==> src/hw/rtl/nlt_pkg.sv <==
`default_nettype none

package nlt_pkg;

    localparam int MAX_ENTRIES_DEF = 16;

    localparam int FUNC_W       = 3;
    localparam int ID_W         = 8;
    localparam int SOIL_W       = 8;
    localparam int TIME_W       = 32;
    localparam int REQ_BAND_W   = 8;
    localparam int BAND_W       = 7;
    localparam int STATUS_W     = 2;
    localparam int MASK_W       = 16;
    localparam int NODE_TOTAL_W = 5;
    localparam int CFG_ADDR_W   = 2;
    localparam int CFG_DATA_W   = 32;

    // command codes
    localparam logic [FUNC_W-1:0] FUNC_SEEN     = 3'd0;
    localparam logic [FUNC_W-1:0] FUNC_CHECK    = 3'd1;
    localparam logic [FUNC_W-1:0] FUNC_SWEEP    = 3'd2;
    localparam logic [FUNC_W-1:0] FUNC_OFFLINE  = 3'd3;
    localparam logic [FUNC_W-1:0] FUNC_SET_BAND = 3'd4;

    // result codes
    localparam logic [STATUS_W-1:0] ST_OK        = 2'd0;
    localparam logic [STATUS_W-1:0] ST_FULL      = 2'd1;
    localparam logic [STATUS_W-1:0] ST_NOT_FOUND = 2'd2;
    localparam logic [STATUS_W-1:0] ST_BAD_BAND  = 2'd3;

    // register indexes
    localparam logic [CFG_ADDR_W-1:0] CFG_TIMEOUT   = 2'd0;
    localparam logic [CFG_ADDR_W-1:0] CFG_DEF_LOW   = 2'd1;
    localparam logic [CFG_ADDR_W-1:0] CFG_DEF_HIGH  = 2'd2;

    localparam logic [TIME_W-1:0] TIMEOUT_RST  = 32'd30000;
    localparam logic [BAND_W-1:0] DEF_LOW_RST  = 7'd30;
    localparam logic [BAND_W-1:0] DEF_HIGH_RST = 7'd70;
    localparam logic [REQ_BAND_W-1:0] BAND_LIMIT = 8'd100;

    typedef struct packed {
        logic [FUNC_W-1:0]     func;
        logic [ID_W-1:0]       node_id;
        logic [SOIL_W-1:0]     soil;
        logic [TIME_W-1:0]     now_ms;
        logic [REQ_BAND_W-1:0] band_low;
        logic [REQ_BAND_W-1:0] band_high;
    } nlt_in_t;

    typedef struct packed {
        logic [STATUS_W-1:0]     status;
        logic                    exceeded;
        logic                    became_online;
        logic [MASK_W-1:0]       timeout_mask;
        logic [NODE_TOTAL_W-1:0] node_total;
    } nlt_out_t;

    // broadcast from the controller to every cell
    typedef struct packed {
        logic eval;
        logic commit;
        logic create_en;
        logic band_ok;
    } nlt_ctrl_t;

    // rippled from cell to cell, lowest slot first
    typedef struct packed {
        logic hit;
        logic free_seen;
        logic exceeded;
        logic became;
    } nlt_link_t;

    typedef enum logic [1:0] {
        FSM_IDLE,
        FSM_EVAL,
        FSM_COMMIT
    } nlt_fsm_t;

endpackage

`default_nettype wire

==> src/hw/rtl/nlt_cell.sv <==
`default_nettype none

module nlt_cell (
    input  wire logic                         aclk,
    input  wire logic                         aresetn,
    input  wire nlt_pkg::nlt_in_t             cmd,
    input  wire nlt_pkg::nlt_ctrl_t           ctrl,
    input  wire logic [nlt_pkg::TIME_W-1:0]   timeout_ms,
    input  wire logic [nlt_pkg::BAND_W-1:0]   def_low,
    input  wire logic [nlt_pkg::BAND_W-1:0]   def_high,
    input  wire logic [nlt_pkg::BAND_W-1:0]   set_low,
    input  wire logic [nlt_pkg::BAND_W-1:0]   set_high,
    input  wire nlt_pkg::nlt_link_t           link_in,
    output nlt_pkg::nlt_link_t                link_out,
    output logic                              aged
);

    logic                          used_reg, used_next;
    logic                          online_reg, online_next;
    logic [nlt_pkg::ID_W-1:0]      id_reg, id_next;
    logic [nlt_pkg::TIME_W-1:0]    time_reg, time_next;
    logic [nlt_pkg::BAND_W-1:0]    low_reg, low_next;
    logic [nlt_pkg::BAND_W-1:0]    high_reg, high_next;
    logic                          exc_reg, exc_next;
    logic                          match_reg, match_next;
    logic                          aged_reg, aged_next;

    logic [nlt_pkg::TIME_W-1:0]    age;
    logic                          sel;
    logic                          create_here;
    logic                          outside;

    // eval phase: compare and age test, registered for the commit phase
    assign age = cmd.now_ms - time_reg;

    always_comb begin
        match_next = match_reg;
        aged_next  = aged_reg;
        if (ctrl.eval) begin
            match_next = used_reg && (id_reg == cmd.node_id);
            aged_next  = used_reg && online_reg && (age >= timeout_ms);
        end
    end

    // lowest matching slot wins; first free slot takes a new node
    assign sel         = match_reg && !link_in.hit;
    assign create_here = ctrl.create_en && !used_reg && !link_in.free_seen;
    assign outside     = (cmd.soil < {1'b0, low_reg}) || (cmd.soil > {1'b0, high_reg});

    assign link_out.hit       = link_in.hit | match_reg;
    assign link_out.free_seen = link_in.free_seen | !used_reg;
    assign link_out.exceeded  = link_in.exceeded | (sel & outside);
    assign link_out.became    = link_in.became | (sel & !online_reg);
    assign aged               = aged_reg;

    always_comb begin
        used_next   = used_reg;
        online_next = online_reg;
        id_next     = id_reg;
        time_next   = time_reg;
        low_next    = low_reg;
        high_next   = high_reg;
        exc_next    = exc_reg;
        if (ctrl.commit) begin
            if (create_here) begin
                used_next   = 1'b1;
                online_next = 1'b0;
                id_next     = cmd.node_id;
                time_next   = '0;
                low_next    = def_low;
                high_next   = def_high;
                exc_next    = 1'b0;
            end
            case (cmd.func)
                nlt_pkg::FUNC_SEEN: begin
                    if (sel || create_here) begin
                        time_next   = cmd.now_ms;
                        online_next = 1'b1;
                    end
                end
                nlt_pkg::FUNC_CHECK: begin
                    if (sel) begin
                        exc_next = outside;
                    end
                end
                nlt_pkg::FUNC_SWEEP: begin
                    if (aged_reg) begin
                        online_next = 1'b0;
                    end
                end
                nlt_pkg::FUNC_OFFLINE: begin
                    if (sel) begin
                        online_next = 1'b0;
                    end
                end
                nlt_pkg::FUNC_SET_BAND: begin
                    if ((sel || create_here) && ctrl.band_ok) begin
                        low_next  = set_low;
                        high_next = set_high;
                    end
                end
                default: begin
                end
            endcase
        end
    end

    always_ff @(posedge aclk) begin
        if (!aresetn) begin
            used_reg   <= 1'b0;
            online_reg <= 1'b0;
            match_reg  <= 1'b0;
            aged_reg   <= 1'b0;
        end else begin
            used_reg   <= used_next;
            online_reg <= online_next;
            match_reg  <= match_next;
            aged_reg   <= aged_next;
        end
    end

    always_ff @(posedge aclk) begin
        id_reg   <= id_next;
        time_reg <= time_next;
        low_reg  <= low_next;
        high_reg <= high_next;
        exc_reg  <= exc_next;
    end

endmodule

`default_nettype wire

==> src/hw/rtl/node_liveness_table.sv <==
// Node liveness table: associative table of node ids with online ageing.
// s_ channel: one command transaction (seen, check band, sweep, mark
// offline, set band). m_ channel: exactly one result transaction per
// command, in command order. cfg_ port: register writes (timeout, default
// band low/high); the user must write only while the block is idle, as the
// block itself does not enforce it. A command taken in IDLE or COMMIT then
// passes EVAL, where every cell compares its id and age in parallel, and
// COMMIT, for the priority ripple along the cell chain and the write-back.
// The next command may be taken in the commit cycle of the one before.
// The result sits in an output register; the next command is taken and
// evaluated while it waits, and only its commit waits for m_ready, so a
// stalled receiver holds at most one result plus one command in flight.
// Reset (aresetn low, synchronous) empties the table, clears all online
// marks and loads the register defaults (30000 ms, band 30..70).

`default_nettype none

module node_liveness_table #(
    parameter int MAX_ENTRIES = nlt_pkg::MAX_ENTRIES_DEF
) (
    input  wire logic                              aclk,
    input  wire logic                              aresetn,
    // command channel
    input  wire logic                              s_valid,
    output logic                                   s_ready,
    input  wire nlt_pkg::nlt_in_t                  s_data,
    // result channel
    output logic                                   m_valid,
    input  wire logic                              m_ready,
    output nlt_pkg::nlt_out_t                      m_data,
    // register writes
    input  wire logic                              cfg_wr_en,
    input  wire logic [nlt_pkg::CFG_ADDR_W-1:0]    cfg_addr,
    input  wire logic [nlt_pkg::CFG_DATA_W-1:0]    cfg_wdata
);

    localparam int CNT_W = $clog2(MAX_ENTRIES + 1);

    nlt_pkg::nlt_fsm_t   state_reg, state_next;
    nlt_pkg::nlt_in_t    cmd_reg;
    nlt_pkg::nlt_out_t   res_reg, res_next;
    logic                m_valid_reg, m_valid_next;
    logic [CNT_W-1:0]    count_reg, count_next;

    logic [nlt_pkg::TIME_W-1:0] timeout_reg;
    logic [nlt_pkg::BAND_W-1:0] def_low_reg;
    logic [nlt_pkg::BAND_W-1:0] def_high_reg;

    logic                accept;
    logic                can_commit;
    logic                eval;
    logic                commit;
    nlt_pkg::nlt_ctrl_t  ctrl;
    nlt_pkg::nlt_link_t  link [MAX_ENTRIES+1];
    logic [MAX_ENTRIES-1:0] aged_vec;

    logic                is_seen, is_check, is_sweep, is_offline, is_set;
    logic                any_hit, has_free, creates;
    logic [nlt_pkg::BAND_W-1:0] set_low, set_high;
    logic                band_ok;

    // ---------------------------------------------------------------
    // Register file
    // ---------------------------------------------------------------
    always_ff @(posedge aclk) begin
        if (!aresetn) begin
            timeout_reg  <= nlt_pkg::TIMEOUT_RST;
            def_low_reg  <= nlt_pkg::DEF_LOW_RST;
            def_high_reg <= nlt_pkg::DEF_HIGH_RST;
        end else if (cfg_wr_en) begin
            case (cfg_addr)
                nlt_pkg::CFG_TIMEOUT:  timeout_reg  <= cfg_wdata;
                nlt_pkg::CFG_DEF_LOW:  def_low_reg  <= cfg_wdata[nlt_pkg::BAND_W-1:0];
                nlt_pkg::CFG_DEF_HIGH: def_high_reg <= cfg_wdata[nlt_pkg::BAND_W-1:0];
                default: begin
                end
            endcase
        end
    end

    // ---------------------------------------------------------------
    // Sequencer: IDLE -> EVAL (cells compare) -> COMMIT (write-back).
    // A new command may be taken in the commit cycle, going straight to
    // EVAL.
    // ---------------------------------------------------------------
    assign can_commit = !m_valid_reg || m_ready;

    always_comb begin
        state_next = state_reg;
        case (state_reg)
            nlt_pkg::FSM_IDLE: begin
                if (s_valid) state_next = nlt_pkg::FSM_EVAL;
            end
            nlt_pkg::FSM_EVAL: begin
                state_next = nlt_pkg::FSM_COMMIT;
            end
            nlt_pkg::FSM_COMMIT: begin
                if (can_commit) begin
                    state_next = s_valid ? nlt_pkg::FSM_EVAL : nlt_pkg::FSM_IDLE;
                end
            end
            default: begin
                state_next = nlt_pkg::FSM_IDLE;
            end
        endcase
    end

    always_comb begin
        s_ready = 1'b0;
        eval    = 1'b0;
        commit  = 1'b0;
        case (state_reg)
            nlt_pkg::FSM_IDLE: begin
                s_ready = 1'b1;
            end
            nlt_pkg::FSM_EVAL: begin
                eval = 1'b1;
            end
            nlt_pkg::FSM_COMMIT: begin
                commit  = can_commit;
                s_ready = can_commit;
            end
            default: begin
            end
        endcase
    end

    assign accept = s_valid && s_ready;

    always_ff @(posedge aclk) begin
        if (!aresetn) begin
            state_reg <= nlt_pkg::FSM_IDLE;
        end else begin
            state_reg <= state_next;
        end
    end

    // command holding register, stable through eval and commit
    always_ff @(posedge aclk) begin
        if (accept) begin
            cmd_reg <= s_data;
        end
    end

    // ---------------------------------------------------------------
    // Command decode and band clamp
    // ---------------------------------------------------------------
    assign is_seen    = (cmd_reg.func == nlt_pkg::FUNC_SEEN);
    assign is_check   = (cmd_reg.func == nlt_pkg::FUNC_CHECK);
    assign is_sweep   = (cmd_reg.func == nlt_pkg::FUNC_SWEEP);
    assign is_offline = (cmd_reg.func == nlt_pkg::FUNC_OFFLINE);
    assign is_set     = (cmd_reg.func == nlt_pkg::FUNC_SET_BAND);

    assign set_low  = (cmd_reg.band_low > nlt_pkg::BAND_LIMIT)
                    ? nlt_pkg::BAND_LIMIT[nlt_pkg::BAND_W-1:0]
                    : cmd_reg.band_low[nlt_pkg::BAND_W-1:0];
    assign set_high = (cmd_reg.band_high > nlt_pkg::BAND_LIMIT)
                    ? nlt_pkg::BAND_LIMIT[nlt_pkg::BAND_W-1:0]
                    : cmd_reg.band_high[nlt_pkg::BAND_W-1:0];
    assign band_ok  = (set_low < set_high);

    // ---------------------------------------------------------------
    // Cell chain: slot 0 at the head, priority ripples towards the tail
    // ---------------------------------------------------------------
    assign link[0] = '0;

    assign any_hit  = link[MAX_ENTRIES].hit;
    assign has_free = link[MAX_ENTRIES].free_seen;

    assign ctrl.eval      = eval;
    assign ctrl.commit    = commit;
    assign ctrl.create_en = commit && (is_seen || is_set) && !any_hit;
    assign ctrl.band_ok   = band_ok;

    for (genvar i = 0; i < MAX_ENTRIES; i++) begin : g_cell
        nlt_cell u_cell (
            .aclk       (aclk),
            .aresetn    (aresetn),
            .cmd        (cmd_reg),
            .ctrl       (ctrl),
            .timeout_ms (timeout_reg),
            .def_low    (def_low_reg),
            .def_high   (def_high_reg),
            .set_low    (set_low),
            .set_high   (set_high),
            .link_in    (link[i]),
            .link_out   (link[i+1]),
            .aged       (aged_vec[i])
        );
    end

    // ---------------------------------------------------------------
    // Result assembly and entry count
    // ---------------------------------------------------------------
    assign creates    = (is_seen || is_set) && !any_hit && has_free;
    assign count_next = (commit && creates) ? count_reg + CNT_W'(1) : count_reg;

    always_comb begin
        res_next               = '0;
        res_next.status        = nlt_pkg::ST_OK;
        res_next.node_total    = nlt_pkg::NODE_TOTAL_W'(count_next);
        if (is_seen) begin
            if (!any_hit && !has_free) begin
                res_next.status = nlt_pkg::ST_FULL;
            end else begin
                // a newly created node was offline by definition
                res_next.became_online = any_hit ? link[MAX_ENTRIES].became : 1'b1;
            end
        end else if (is_set) begin
            if (!any_hit && !has_free) begin
                res_next.status = nlt_pkg::ST_FULL;
            end else if (!band_ok) begin
                res_next.status = nlt_pkg::ST_BAD_BAND;
            end
        end else if (is_check) begin
            if (!any_hit) begin
                res_next.status = nlt_pkg::ST_NOT_FOUND;
            end else begin
                res_next.exceeded = link[MAX_ENTRIES].exceeded;
            end
        end else if (is_offline) begin
            if (!any_hit) begin
                res_next.status = nlt_pkg::ST_NOT_FOUND;
            end
        end else if (is_sweep) begin
            res_next.timeout_mask = nlt_pkg::MASK_W'(aged_vec);
        end
    end

    always_comb begin
        m_valid_next = m_valid_reg;
        if (commit) begin
            m_valid_next = 1'b1;
        end else if (m_ready) begin
            m_valid_next = 1'b0;
        end
    end

    always_ff @(posedge aclk) begin
        if (!aresetn) begin
            m_valid_reg <= 1'b0;
            count_reg   <= '0;
        end else begin
            m_valid_reg <= m_valid_next;
            count_reg   <= count_next;
        end
    end

    always_ff @(posedge aclk) begin
        if (commit) begin
            res_reg <= res_next;
        end
    end

    assign m_valid = m_valid_reg;
    assign m_data  = res_reg;

endmodule

`default_nettype wire

==> config.mk <==
export PLATFORM = sky130hd
export DESIGN_NAME = node_liveness_table
export DESIGN_NICKNAME = d
export VERILOG_FILES = /design/src/hw/rtl/nlt_pkg.sv /design/src/hw/rtl/nlt_cell.sv /design/src/hw/rtl/node_liveness_table.sv
export SDC_FILE = /design/constraint.sdc
export NUM_CORES = 2
export LEC_CHECK = 0
export BUFFER_PORTS_ARGS = -buffer_cell sky130_fd_sc_hd__buf_2
export CAP_MARGIN = 25
export CORE_ASPECT_RATIO = 1.4
export CORE_UTILIZATION = 45
export CTS_BUF_LIST = sky130_fd_sc_hd__clkbuf_16
export DETAILED_ROUTE_END_ITERATION = 6
export GPL_TIMING_DRIVEN = 0
export REMOVE_ABC_BUFFERS = 1
export SYNTH_ARGS = -nofsm -noshare
export SYNTH_HDL_FRONTEND = slang
export SYNTH_SLANG_ARGS = --single-unit
==> constraint.sdc <==
create_clock -name aclk -period 36.9 [get_ports aclk]
set_input_delay 9.225 -clock aclk [delete_from_list [all_inputs] [get_ports aclk]]
set_output_delay 9.225 -clock aclk [all_outputs]
set_load 0.01 [all_outputs]
## After elaboration in Yosys (flattened, before gate mapping)

Cells that the tools add are included.

| word-level totals | value |
|---|---|
| bits in registers | 1,074 |
| output and inout port bits | 27 |

| cells by class | value |
|---|---|
| $add $sub $neg | 17 |
| magnitude comparators | 51 |
| equal/unequal tests | 26 |
| multiplexer cells | 245 |
| bitwise gates (word level) | 96 |
| reductions and logical operators | 242 |

Operators by type and width:

| operator | number |
|---|---|
| 2-to-1 mux 32 bit | 48 |
| 2-to-1 mux 7 bit | 98 |
| greater-or-equal comparator 32 bit | 16 |
| subtractor 32 bit | 16 |
| == test 8 bit | 16 |
| > comparator 8 x 7 -> 1 bit | 16 |
| < comparator 8 x 7 -> 1 bit | 16 |
| logical AND 1 bit | 117 |
| 2-to-1 mux 1 bit | 71 |
| logical NOT 1 bit | 64 |
| bitwise OR 1 bit | 60 |
| one-hot mux 1 bit (3 select lines) | 16 |
| AND reduction 2 bit | 20 |
| logical OR 1 bit | 34 |
| bitwise AND 1 bit | 32 |
| 2-to-1 mux 2 bit | 9 |
| > comparator 8 x 7 -> 1 bit (second input constant) | 2 |
| < comparator 7 bit | 1 |
| == test 3 x 2 -> 1 bit (second input constant) | 2 |
| one-hot mux 2 bit (3 select lines) | 1 |
| adder 5 x 1 -> 5 bit (second input constant) | 1 |
| 2-to-1 mux 5 bit | 1 |
| OR reduction 5 bit | 1 |
| == test 2 x 1 -> 1 bit (second input constant) | 2 |
| 11 further kinds | 17 |

## Depth between registers and ports, before layout

| depth | value |
|---|---|
| word-level depth | 23 |
| mapped depth | 27 |
| gate-level depth less buffers | 27 |

## Hierarchy

From an unflattened synthesis, not the netlist that was laid out.

| unflattened totals | value |
|---|---|
| cells, all modules | 11,086 |
| area, all modules | 95,073.7 um2 |

Modules (own cells, without submodules):

| module | instances | cells each | area an instance (um2) |
|---|---|---|---|
| nlt_cell (g_cell[0].u_cell ...) | 11 | 673 | 5,632.9 |
| nlt_cell (g_cell[7].u_cell ...) | 3 | 648 | 5,554.1 |
| nlt_cell (g_cell[6].u_cell) | 1 | 671 | 5,651.7 |
| nlt_cell (g_cell[12].u_cell) | 1 | 662 | 5,517.8 |
| node_liveness_table | 1 | 406 | 5,280.1 |

## Least setup slack after synthesis

No wires, ideal clock.

| timing path | value |
|---|---|
| kind | input-to-reg |
| start point | input m_ready |
| end point | register g_cell[0].u_cell.online_reg |
| arrival time | 32,721 ps |
| data required time | 36,786 ps |
| slack | 4,065 ps |
| cell stages on the path | 9 |
| buffers on the path | 2 |
| path through | nand2b_1 -> nand2b_1 -> clkbuf_1 -> inv_1 -> clkbuf_1 -> o21ai_0 -> nand2_1 -> o41a_1 -> nor2b_1 |

| on the way | value |
|---|---|
| word-level cells in the longest chain between the ends | 8 |
| elaborated cells on any way between the ends | 11 |

Ends and longest elaborated chain:

| item | line | text |
|---|---|---|
| start, declared | node_liveness_table.sv:29 | `input wire logic m_ready,` |
| logical OR 1 bit * | node_liveness_table.sv:86 | `assign can_commit = !m_valid_reg \|\| m_ready;` |
| 2-to-1 mux 1 bit * | node_liveness_table.sv:112 | `case (state_reg)` |
| named net commit | node_liveness_table.sv:52 | `logic commit;` |
| logical AND 1 bit (2 in a row) | node_liveness_table.sv:172 | `assign ctrl.create_en = commit && (is_seen \|\| is_set) && !any_hit;` |
| logical AND 1 bit | nlt_cell.sv:47 | `assign create_here = ctrl.create_en && !used_reg && !link_in.free_seen;` |
| 2-to-1 mux 1 bit / logical OR 1 bit (equally long branches) | nlt_cell.sv:65, nlt_cell.sv:76 |  |
| 2-to-1 mux 1 bit, on equally long branches | nlt_cell.sv:92, nlt_cell.sv:76, nlt_cell.sv:87 |  |
| one-hot mux 1 bit (3 select lines) | nlt_cell.sv:74 | `case (cmd.func)` |
| end signal, assigned | nlt_cell.sv:116 | `online_reg <= online_next;` |
| end, declared | nlt_cell.sv:19 | `logic online_reg, online_next;` |

The timed path passes the listed nets; every way through them passes the cells marked *.
A chain may end at the register's enable or synchronous reset.

## Worst setup path after layout

| timing path | value |
|---|---|
| start point | input m_ready |
| end point | output s_ready |

| on the way | value |
|---|---|
| word-level cells in the longest chain between the ends | 2 |

Ends and longest elaborated chain:

| item | line | text |
|---|---|---|
| logical OR 1 bit | node_liveness_table.sv:86 |  |
| one-hot mux 1 bit (2 select lines) | node_liveness_table.sv:112 |  |
| end, declared | node_liveness_table.sv:25 | `output logic s_ready,` |

Every way passes these cells.

==> run summary <==
Status = finished clean
Final Hold Viols = 0
Largest vdd supply drop = 0.0397 mV
Crit path required time = 27.67 ns
Tot GR Track Use = 29.4%
Row cnt = 192
Avg WL per Cell = 24.0 µm
Total CTS buffers = 117
Synth Instances = 9473
I/O Pins = 133
Total vias in the final route = 73400
Clock-pin slew on the worst setup and hold paths = 0.06 ns
Final hold slack = 0.456 ns
Initial core utilization = 45.2%
CP max stage delay = 0.25 ns
Register area share after synthesis = 35.2%
CP Class = in -> out
Startpoint Class = primary input
Max FFs per register = 512
Die X = 377 µm
Comb power frac = 23.4%
Clock power share = 36.3%
GP Congestion = 0.919
Max FO, Critical Path = 4
Root Buffer = clkbuf_16
Yosys cell types = 100
Tightest Pin Transition = 1.18 ns
Crit path cell chain = buf_2, nor2b_1, a21oi_1, buf_2
Net switching power = 1040 µW
Clk buf depth = 3
DRC = 0
DPL Wire Length = 215000 µm
Final worst slack = 17.89 ns
Sequential share of power = 40.3%
Max_cap viols = 0
First-pass GRT wire length = 440000 µm
Synth-to-layout area growth = 13.4%
Rel. slew slack = 21.0%
DRT antenna net count = 0
Aggregate global routing overflow = 0
Post-route minimum period = 19.01 ns
Synthesized flop and latch total = 1074
CP max-delay cell = a21oi_1
Final setup viols = 0
Post-synth EDFFs = 956
Die H = 526 µm
DRT Wirelength = 295000 µm
Later-pin clock latency in the skew report = 0.81 ns
Vias per std cell = 5.97
Worst path bufs/invs = 2
P per Cell Area = 34.1 nW/µm²
Crit path max-delay family = buffers and inverters
Die area = 198000 µm²
Pre-Repair DR Iteration Count = 5
Setup Skew = 0.0660 ns
CTS resizes = 0
Hold Crit Class = reg -> reg
Core box area = 195000 µm²
Dpl cells = 12100
Port bufs = 132
CTS tree = done
Ys async rst share = 0%
CP dominant cell by count = buf_2
Setup WS pre-CTS = 17.90 ns
Cts hold-fix bufs = 0
Fmax = 52.6 MHz
Initial antenna violation count = 12
Mean Syn Cell Area = 9.33 µm²
Largest net degree at the start of global routing = 119
Vias in the first global route = 71500
Layout Nets = 10900
Initial drt markers = 5617
Post-CTS Setup Bufs = 0
Worst EP arrival = 9.78 ns
Final Cycle Share = 51.5%
Sw frac = 30.6%
Worst Setup End Kind = primary output
Unrepaired setup endpoints after global routing = false
Lkg Pwr = 0.0430 µW
Layout cells sized above 1 = 7.45%
Clock Sinks = 1074
Final std cells w/o fill = 12300
Syn Std Cell Area = 88400 µm²
Ys flop type = edfxtp_1
Pins Over Slew Limit = 0
Int Pwr = 2370 µW
H-tree level count = 3
YS warnings = 0
-- final timing paths --
check                                          start  slack [ns]                                 end  depth (start not counted)
hold reg to reg   g_cell[2].u_cell.aged$_SDFFE_PN0N_        0.46  g_cell[2].u_cell.aged$_SDFFE_PN0N_                          2
setup reg to reg               cmd_reg[16]$_DFFE_PP_       29.05  g_cell[2].u_cell.aged$_SDFFE_PN0N_                         25
setup / recovery                             m_ready       17.89                             s_ready                          4
hold / removal    g_cell[2].u_cell.aged$_SDFFE_PN0N_        0.46  g_cell[2].u_cell.aged$_SDFFE_PN0N_                          2
-- layout by cell type (no fill, tap or decap), types with 77 or more instances in the layout --
cell       netlist  routed
nand4_1        173     173
xnor2_1        409     409
nand2b_1       138     135
a21oi_1        686     681
a21o_1         434     434
nor2_1         399     383
mux2i_1        191     191
a211oi_1       179     179
xor2_1         182     182
o21bai_1        77      77
nor2b_1        189     186
buf_16           0     121
clkbuf_16        0     118
nand3_1        118     118
dfxtp_1        118     116
o21a_1         158     158
nand2_1        942     941
ha_1          1223    1223
o21ai_0        469     469
o31ai_1        345     343
inv_1          870     850
a21boi_0        81      81
edfxtp_1       956     956
buf_2           54     138
-- metrics by stage --
stage | area [µm²] | TNS [ns] | total power, µW | util [%]
after CTS | 100000 | 0 | 3430 | 51.3
after global routing | 100000 | 0 | 3560 | 51.3
final | 100000 | 0 | 3420 | 51.3
after detailed placement | 96200 | 0 | 2190 | 49.3
after global placement | 90600 | -2063.65 | 2150 | 46.4
after floorplan | 86700 | 0 | 1940 | -
-- kinds of logic after synthesis --
family                     synth area share, %
and+or+nand+nor                           12.6
buffers and inverters                     5.58
adders and majority gates                 17.7
xor gates and xnor gates                  5.86
AOI/OAI and AO/OA                         20.9
DFF                                       35.2
muxes                                     2.19
-- Yosys cell counts, types with 13 or more instances --
| cell type | number | share of area, % |
|---|---|---|
| a2111oi_0 | 26 | 0.26 |
| a211o_1 | 19 | 0.19 |
| a211oi_1 | 179 | 1.5 |
| a21boi_0 | 81 | 0.69 |
| a21o_1 | 434 | 3.7 |
| a21oi_1 | 686 | 3.9 |
| a221oi_1 | 20 | 0.20 |
| a22o_1 | 49 | 0.49 |
| a31oi_1 | 42 | 0.30 |
| and2_1 | 65 | 0.46 |
| and3_1 | 59 | 0.42 |
| and4_1 | 16 | 0.16 |
| buf_1 | 17 | 0.072 |
| buf_2 | 54 | 0.31 |
| clkbuf_1 | 307 | 1.3 |
| dfxtp_1 | 118 | 2.7 |
| edfxtp_1 | 956 | 32 |
| fa_1 | 16 | 0.36 |
| ha_1 | 1223 | 17 |
| inv_1 | 870 | 3.7 |
| mux2i_1 | 191 | 2.2 |
| nand2_1 | 942 | 4.0 |
| nand2b_1 | 138 | 0.98 |
| nand3_1 | 118 | 0.67 |
| nand3b_1 | 13 | 0.11 |
| nand4_1 | 173 | 1.2 |
| nor2_1 | 399 | 1.7 |
| nor2b_1 | 189 | 1.3 |
| nor3_1 | 71 | 0.40 |
| nor4_1 | 27 | 0.19 |
| o2111ai_1 | 13 | 0.13 |
| o211ai_1 | 30 | 0.25 |
| o21a_1 | 158 | 1.3 |
| o21ai_0 | 469 | 2.7 |
| o21ai_1 | 16 | 0.091 |
| o21bai_1 | 77 | 0.65 |
| o22ai_1 | 19 | 0.13 |
| o31ai_1 | 345 | 2.9 |
| or2_2 | 18 | 0.13 |
| or3_1 | 33 | 0.23 |
| xnor2_1 | 409 | 4.1 |
| xor2_1 | 182 | 1.8 |
-- power by group through the flow --
stage | Clock, µW | Combinational, µW | Sequential (µW)
2_1_floorplan | 0 | 517 | 1420
3_3_place_gp | 0 | 670 | 1480
3_5_place_dp | 0 | 788 | 1400
4_1_cts | 1260 | 795 | 1380
5_1_grt | 1300 | 888 | 1380
6_report | 1240 | 800 | 1380
-- area by class of cell --
cell class	instances	area, µm²
diodes	8	20.0
clock buffers	118	2950
clock inverters	105	988
fillers	17700	95100
inverters	871	3280
multi-input cells	7131	52700
flip-flops and latches	1074	31100
well taps	2619	3280
repair buffers	380	5980
-- worst reg2reg max path: cells and delay by family (launching register included) --
| kind | cells | cell delay (ns) |
|---|---|---|
| AOI/OAI and AO/OA | 12 | 4.05 |
| buffers and inverters | 3 | 1.01 |
| and+or+nand+nor | 6 | 0.72 |
| xor gates and xnor gates | 1 | 0.15 |
| DFF | 1 | 0.71 |
| adders and majority gates | 3 | 1.01 |
-- layer usage --
layer / global-route usage (%) / vias up / part of all wire (%)
met4: 16.0 / 4 / 6.4
met1: 35.8 / 35500 / 40
met2: 49.9 / 2434 / 47
met5: 0 / - / 0.0078
li1: - / 34800 / -
met3: 3.92 / 704 / 6.6
(Power assumes the default switching activity.)
